==> src/hdl/sem_pkg.sv <==
// shared types and constants for the rgb sobel edge magnitude block
package sem_pkg;

  localparam int MaxWidth = 1024;
  localparam int ColW     = $clog2(MaxWidth);
  localparam int PixW     = 24;
  localparam int Lanes    = 4;
  localparam int LaneW    = $clog2(Lanes);
  localparam int WidthW   = 11;
  localparam int HeightW  = 12;
  localparam int CountW   = 22;
  localparam int SumW     = 21;
  localparam int ChanN    = 3;
  localparam int MagW     = 8;
  localparam int CfgW     = 12;

  localparam logic [WidthW-1:0]  WidthReset  = 11'd640;
  localparam logic [HeightW-1:0] HeightReset = 12'd480;

  localparam logic FUNC_PIXEL = 1'b0;
  localparam logic FUNC_DRAIN = 1'b1;

  typedef enum logic [0:0] {
    REG_WIDTH  = 1'b0,
    REG_HEIGHT = 1'b1
  } sem_reg_t;

  typedef logic [SumW-1:0] sem_sum_t;
  typedef logic [MagW-1:0] sem_mag_t;

  typedef struct packed {
    logic       func;
    logic [7:0] pixel_red;
    logic [7:0] pixel_green;
    logic [7:0] pixel_blue;
  } sem_in_t;

  typedef struct packed {
    logic [7:0] edge_red;
    logic [7:0] edge_green;
    logic [7:0] edge_blue;
    logic       frame_end;
  } sem_out_t;

endpackage

==> src/hdl/sem_root.sv <==
// iterative rounded square root for three channels, one result bit per cycle
module sem_root (
  input  logic                                 clk,
  input  logic                                 rst,
  input  logic                                 start,
  input  sem_pkg::sem_sum_t [sem_pkg::ChanN-1:0] sq,
  output logic                                 done,
  output sem_pkg::sem_mag_t [sem_pkg::ChanN-1:0] mag
);
  import sem_pkg::*;

  logic [MagW-1:0]  probe;
  logic             busy;
  sem_mag_t [ChanN-1:0] trial;
  logic [ChanN-1:0] keep;
  logic [2*MagW-1:0] prod [ChanN];

  always_comb begin
    for (int ch = 0; ch < ChanN; ch++) begin
      trial[ch] = mag[ch] | probe;
      prod[ch]  = (2*MagW)'(trial[ch]) * (2*MagW)'(trial[ch] - MagW'(1));
      keep[ch]  = SumW'(prod[ch]) < sq[ch];
    end
  end

  always_ff @(posedge clk) begin
    if (rst) begin
      busy  <= 1'b0;
      done  <= 1'b0;
      probe <= '0;
    end else begin
      done <= 1'b0;
      if (start) begin
        busy  <= 1'b1;
        probe <= {1'b1, {(MagW-1){1'b0}}};
        mag   <= '0;
      end else if (busy) begin
        for (int ch = 0; ch < ChanN; ch++) begin
          if (keep[ch]) begin
            mag[ch] <= trial[ch];
          end
        end
        probe <= probe >> 1;
        if (probe[0]) begin
          busy <= 1'b0;
          done <= 1'b1;
        end
      end
    end
  end

endmodule

==> config.mk <==
export PLATFORM = sky130hd
export DESIGN_NAME = sem_root
export DESIGN_NICKNAME = d
export VERILOG_FILES = /design/src/hdl/sem_pkg.sv /design/src/hdl/sem_root.sv
export SDC_FILE = /design/constraint.sdc
export NUM_CORES = 1
export LEC_CHECK = 0
export ABC_AREA = 1
export BUFFER_PORTS_ARGS = -buffer_cell sky130_fd_sc_hd__buf_2
export CAP_MARGIN = 15
export CORE_ASPECT_RATIO = 1.1
export CORE_UTILIZATION = 30
export DETAILED_ROUTE_END_ITERATION = 8
export GPL_TIMING_DRIVEN = 0
export PLACE_DENSITY = 0.48
export SYNTH_ARGS = -nofsm -noshare
export SYNTH_HDL_FRONTEND = slang
export SYNTH_SLANG_ARGS = --single-unit
export TNS_END_PERCENT = 20
==> constraint.sdc <==
create_clock -name clk -period 7.16 [get_ports clk]
set_clock_uncertainty 0.2 [all_clocks]
set_input_delay 1.432 -clock clk [delete_from_list [all_inputs] [get_ports clk]]
set_output_delay 1.432 -clock clk [all_outputs]
set_load 0.05 [all_outputs]
After elaboration in Yosys (flattened, before gate mapping)
Index checks and enable logic that the tools add are counted.

storage, ports and cells
  word-level logic and storage cells = 40
  input port bits = 66
  memory bits (read-only) = 0
  memories = 0
  RAM bits = 0
  bits in latches = 0
  flip-flop bits (word level) = 34
  output and inout port bits = 25

cells by class
  muxes and demuxes = 10
  bitwise logic cells = 5
  $add $sub $neg = 3
  $mul = 3
  order comparisons = 3
  reduce and logical (&&, ||, !) cells = 9
  div/mod/pow operators = 0
  shift-type cells = 0
  equal/unequal tests = 0

operators by type and width
  operator                                          number
  less-than comparator 16 x 21 -> 1 bit             3
  multiplier 9 x 9 -> 16 bit                        3
  2-to-1 mux 8 bit                                  5
  subtractor 8 x 1 -> 9 bit, second input constant  3
  2-to-1 mux 24 bit                                 1
  OR 8 bit                                          3
  AND reduction 3 bit                               3
  nonzero test 2 bit                                4
  2-to-1 mux 1 bit                                  4
  OR reduction 3 bit                                1
  NOT 1 bit                                         2
  OR reduction 2 bit                                1

Longest topological paths before layout
  word-level depth = 6
  depth in mapped cells = 35
  mapped depth without buffers = 35

Least setup slack after synthesis
Ideal clock, no wire load.

  path type = register -> register
  from = register mag[9] (netlist bit)
  to = register mag[10] (netlist bit) (enable)
  data arrival time = 6.917 ns
  data required time = 6.585 ns
  library setup time = 0.375 ns
  period minus slack after synthesis = 7.492 ns
  setup slack = -0.332 ns
  buffers on the path = 0
  cell stages (with the launch flop) = 31
  path through = edfxtp_1 -> nor2_1 -> inv_1 -> nor2_1 -> inv_1 -> nor2_1 -> nand4_1 -> ha_1 -> or2_2 -> fa_1 -> fa_1 -> inv_1 -> fa_1 -> fa_1 -> inv_1 -> fa_1 -> inv_1 -> ha_1 -> nand2_1 -> a21oi_1 -> or2_2 -> a21oi_1 -> xor2_1 -> ha_1 -> nand2_1 -> a21oi_1 -> nor2_1 -> nand2_1 -> nand2_1 -> nand3_1 -> a21oi_1

on the way
  longest elaborated chain between the ends = 6

RTL lines
  what                                       line            text
  start: declaration                         sem_root.sv:8   output sem_pkg::sem_mag_t [sem_pkg::ChanN-1:0] mag
  start signal: indexed assignment           sem_root.sv:40  mag[ch] <= trial[ch];
  OR 8 bit (*)                               sem_root.sv:20  trial[ch] = mag[ch] | probe;
  subtractor 8 x 1 -> 9 bit                  sem_root.sv:21  prod[ch] = (2*MagW)'(trial[ch]) * (2*MagW)'(trial[ch] - MagW'(1));
  multiplier 9 x 9 -> 16 bit (*)             sem_root.sv:21
  less-than comparator 16 x 21 -> 1 bit (*)  sem_root.sv:22  keep[ch] = SumW'(prod[ch]) < sq[ch];
  nonzero test 2 bit (no source line) (*)    n/a
  AND reduction 3 bit (no source line) (*)   n/a

Mark *: on every way between the ends. The rest lies on a longest branch, timed or not.
A chain may end at the register's enable or synchronous reset.

Worst setup path in the final report
  from = register mag[9] (netlist bit)
  to = register mag[13] (netlist bit) (enable)

Same word-level chain as after synthesis.

==> flow_summary.json <==
{
  "run_status": "finished with violations",
  "violations_in_the_final_reports": "design-rule violations",
  "power_mw": 4.26,
  "timing.hold.worst.class": "reg2reg",
  "crit_path_max_incr_delay_ps": 540,
  "static-leakage-power_nw": 7.05,
  "yosysTopAreaCellShare": 0.249,
  "synth_cells": 1352,
  "core_util_final": 0.360,
  "floorplan.initialDensity": 0.304,
  "place.gp.congestion": 0.875,
  "hold_depth": 1,
  "final_max_slew_viol_count": 0,
  "clk-insertion-delay-late_ps": 280,
  "num_vias": 8442,
  "ir_worst_vdd_mv": 0.300,
  "multiInputGateArea_um2": 8440,
  "routedLengthMet1_mm": 10.5,
  "maxCapViolCount": 0,
  "fin_worst_hold_slack_ps": 353,
  "top_layer_used": "met4",
  "worst_r2r_path_depth": 34,
  "clk_transition_reported_paths_ps": 60,
  "final_layout_size_suffix_gt1_frac": 0.168,
  "max_freq_mhz": 146,
  "routed-wl-met2_mm": 12.2,
  "finalWirelength_mm": 23.8,
  "number_of_nets_in_the_layout": 1889,
  "critical_path_required_ps": 6920,
  "num-fill-cells": 3715,
  "layout_worst_path_cycle_share": 0.955,
  "postSynthAreaPerCell_um2": 7.68,
  "ant_nets": 0,
  "critical-path-top-delay-family": "adder cells",
  "post_drt_wl_per_cell_um": 12.4,
  "fp-row-count": 71,
  "clkSinkCount": 34,
  "chipHeight_um": 197,
  "synth_commonest_cells": "sky130_fd_sc_hd__inv_1, sky130_fd_sc_hd__nand2_1, sky130_fd_sc_hd__ha_1",
  "worst_slew_pin_slew_ps": 732,
  "netlist-cell-type-count": 35,
  "synth_top_cells_by_area": "sky130_fd_sc_hd__fa_1, sky130_fd_sc_hd__ha_1, sky130_fd_sc_hd__inv_1",
  "synth_top_flop_cell": "sky130_fd_sc_hd__edfxtp_1",
  "root_cell_of_the_clock_tree": "sky130_fd_sc_hd__clkbuf_16",
  "final_period_minus_worst_setup_slack_ps": 6830,
  "first_global_vias": 8509,
  "path_class": "reg2reg",
  "worst-path-max-fanout": 8,
  "grt_overflow_total": 0,
  "detailed_place.area_um2": 11400,
  "drt_iter0_markers": 303,
  "design.core.area_um2": 34100,
  "routed-wl-met3_um": 786,
  "place.detailed.hpwl_mm": 20.9,
  "synthToLayoutAreaGrowth_pct": 18.2,
  "first_pass_grt_wire_length_mm": 39.8,
  "timing.slew.headroom": 0.511,
  "power.density_nw_per_um2": 348,
  "clock_tree.buffer_depth": 2,
  "floorplan.die.width_um": 179,
  "synth_seq_area_share": 0.0887,
  "post_synth_instance_area_um2": 10400,
  "drtPass1Iterations": 8,
  "path_buf_inv": 7,
  "remaining_drc_errors": 4,
  "die-area_um2": 35300,
  "sequential_cell_area_um2": 925,
  "setup_tns_ps": 0,
  "slowest_library_cell_on_the_worst_path": "sky130_fd_sc_hd__fa_1",
  "timing.critical_path.arrival_ps": 6590,
  "post-route-cell-area_um2": 12300,
  "cp_num_cells": 34,
  "mappedNetlistNets": 1751,
  "setup_viol": 0,
  "cts_tree": "done",
  "boundaryPins": 91,
  "worstSetupEndpointType": "register",
  "cts_bufs_inserted": 5,
  "final-hold-violation-count": 0,
  "synth_edf_count": 24,
  "n_antenna_cell": 0,
  "postSynthRegisterBits": 34,
  "pin_count_of_the_biggest_net_entering_global_routing": 12,
  "numPortBuffers": 89,
  "ys_warn_count": 0,
  "grt_util_all_layers": 0.140,
  "ys_async_sr_fraction": 0,
  "synthMostInstantiatedCell": "sky130_fd_sc_hd__inv_1",
  "via_per_inst": 4.38,
  "grt_antenna_before_repair": 0,
  "cts_max_level": 2,
  "worstSetupStartpointType": "register",
  "library_cell_with_the_largest_summed_area_after_synthesis": "sky130_fd_sc_hd__fa_1"
}
-- placed cells by master (no fill, tap or decap), types with 24 or more instances in the layout --
cell                       count
sky130_fd_sc_hd__nand2_1     248
sky130_fd_sc_hd__nor2_1      158
sky130_fd_sc_hd__buf_4        40
sky130_fd_sc_hd__ha_1        189
sky130_fd_sc_hd__inv_1       339
sky130_fd_sc_hd__fa_1        129
sky130_fd_sc_hd__buf_2        89
sky130_fd_sc_hd__a21oi_1      37
sky130_fd_sc_hd__nor2_4       28
sky130_fd_sc_hd__nand3_1      29
sky130_fd_sc_hd__edfxtp_1     24
-- worst register-to-register path, delay by kind of cell (launching register included) --
| kind | cells | cell delay (ps) |
|---|---|---|
| AND/OR/NAND/NOR | 17 | 1480 |
| adder cells (fa/ha/maj) | 8 | 3530 |
| AO/OA/AOI/OAI | 2 | 440 |
| buffers and inverters | 7 | 410 |
| flip-flops | 1 | 430 |
-- final timing paths --
| path | startpoint | slack [ps] | end |
|---|---|---|---|
| setup / recovery | mag[9]$_SDFFCE_PP0P_ | 330 | mag[13]$_SDFFCE_PP0P_ |
| hold / removal | probe[0]$_SDFFE_PP0P_ | 350 | busy$_SDFF_PP0_ |
| setup reg to reg | mag[9]$_SDFFCE_PP0P_ | 330 | mag[13]$_SDFFCE_PP0P_ |
| hold reg to reg | probe[0]$_SDFFE_PP0P_ | 350 | busy$_SDFF_PP0_ |
-- report_power, final --
part | leakage, nW | internal [mW] | switching [mW]
Combinational | 6.66 | 1.60 | 2.21
Clock | 0.0729 | 0.138 | 0.0818
Sequential | 0.318 | 0.225 | 0.0143
Total | 7.05 | 1.96 | 2.30
-- state kept, by name, summed over array words and instances (netlist names) --
signal and cells:
busy 1, done 1, probe 8, mag 24
-- what timing repair did --
action	in CTS	in global routing
resized for setup	50	45
endpoints found under the setup margin	24	24
buffers inserted	18	24
pin swaps	14	37
hold buffers	0	0
-- layer usage --
metal  global-route usage  vias up
met5                    0        -
met4               0.0274        0
met3               0.0125       21
met2                0.258      116
met1                0.176     3953
li1                     -     4352
-- logic make-up (layout without fill, tap and decap cells) --
kind of cell / after synthesis / count (layout) / share of synthesized area
simple gates: 518 / 518 / 0.221
fa+ha+maj: 333 / 333 / 0.495
flops: 34 / 34 / 0.0887
xor+xnor: 26 / 26 / 0.0219
compound gates: 75 / 75 / 0.0401
buf+inv: 366 / 505 / 0.133
-- cell type report --
cell class                 instances  share of cell area
multi-input combinational        952               0.688
tap                              438              0.0447
clock buffer                       6              0.0113
sequential                        34              0.0753
buffer                             7             0.00479
clock inverter                     2             0.00102
inverter                         359               0.111
timing repair buffer             131              0.0633
-- metrics by stage --
step	std cells	setup WS, ps
finish	1929	326
global route	1929	-46.3
CTS	1905	3.03
detailed placement	1879	-983
global placement	1879	-975
floorplan	1352	-60.7
(Power assumes the default switching activity.)
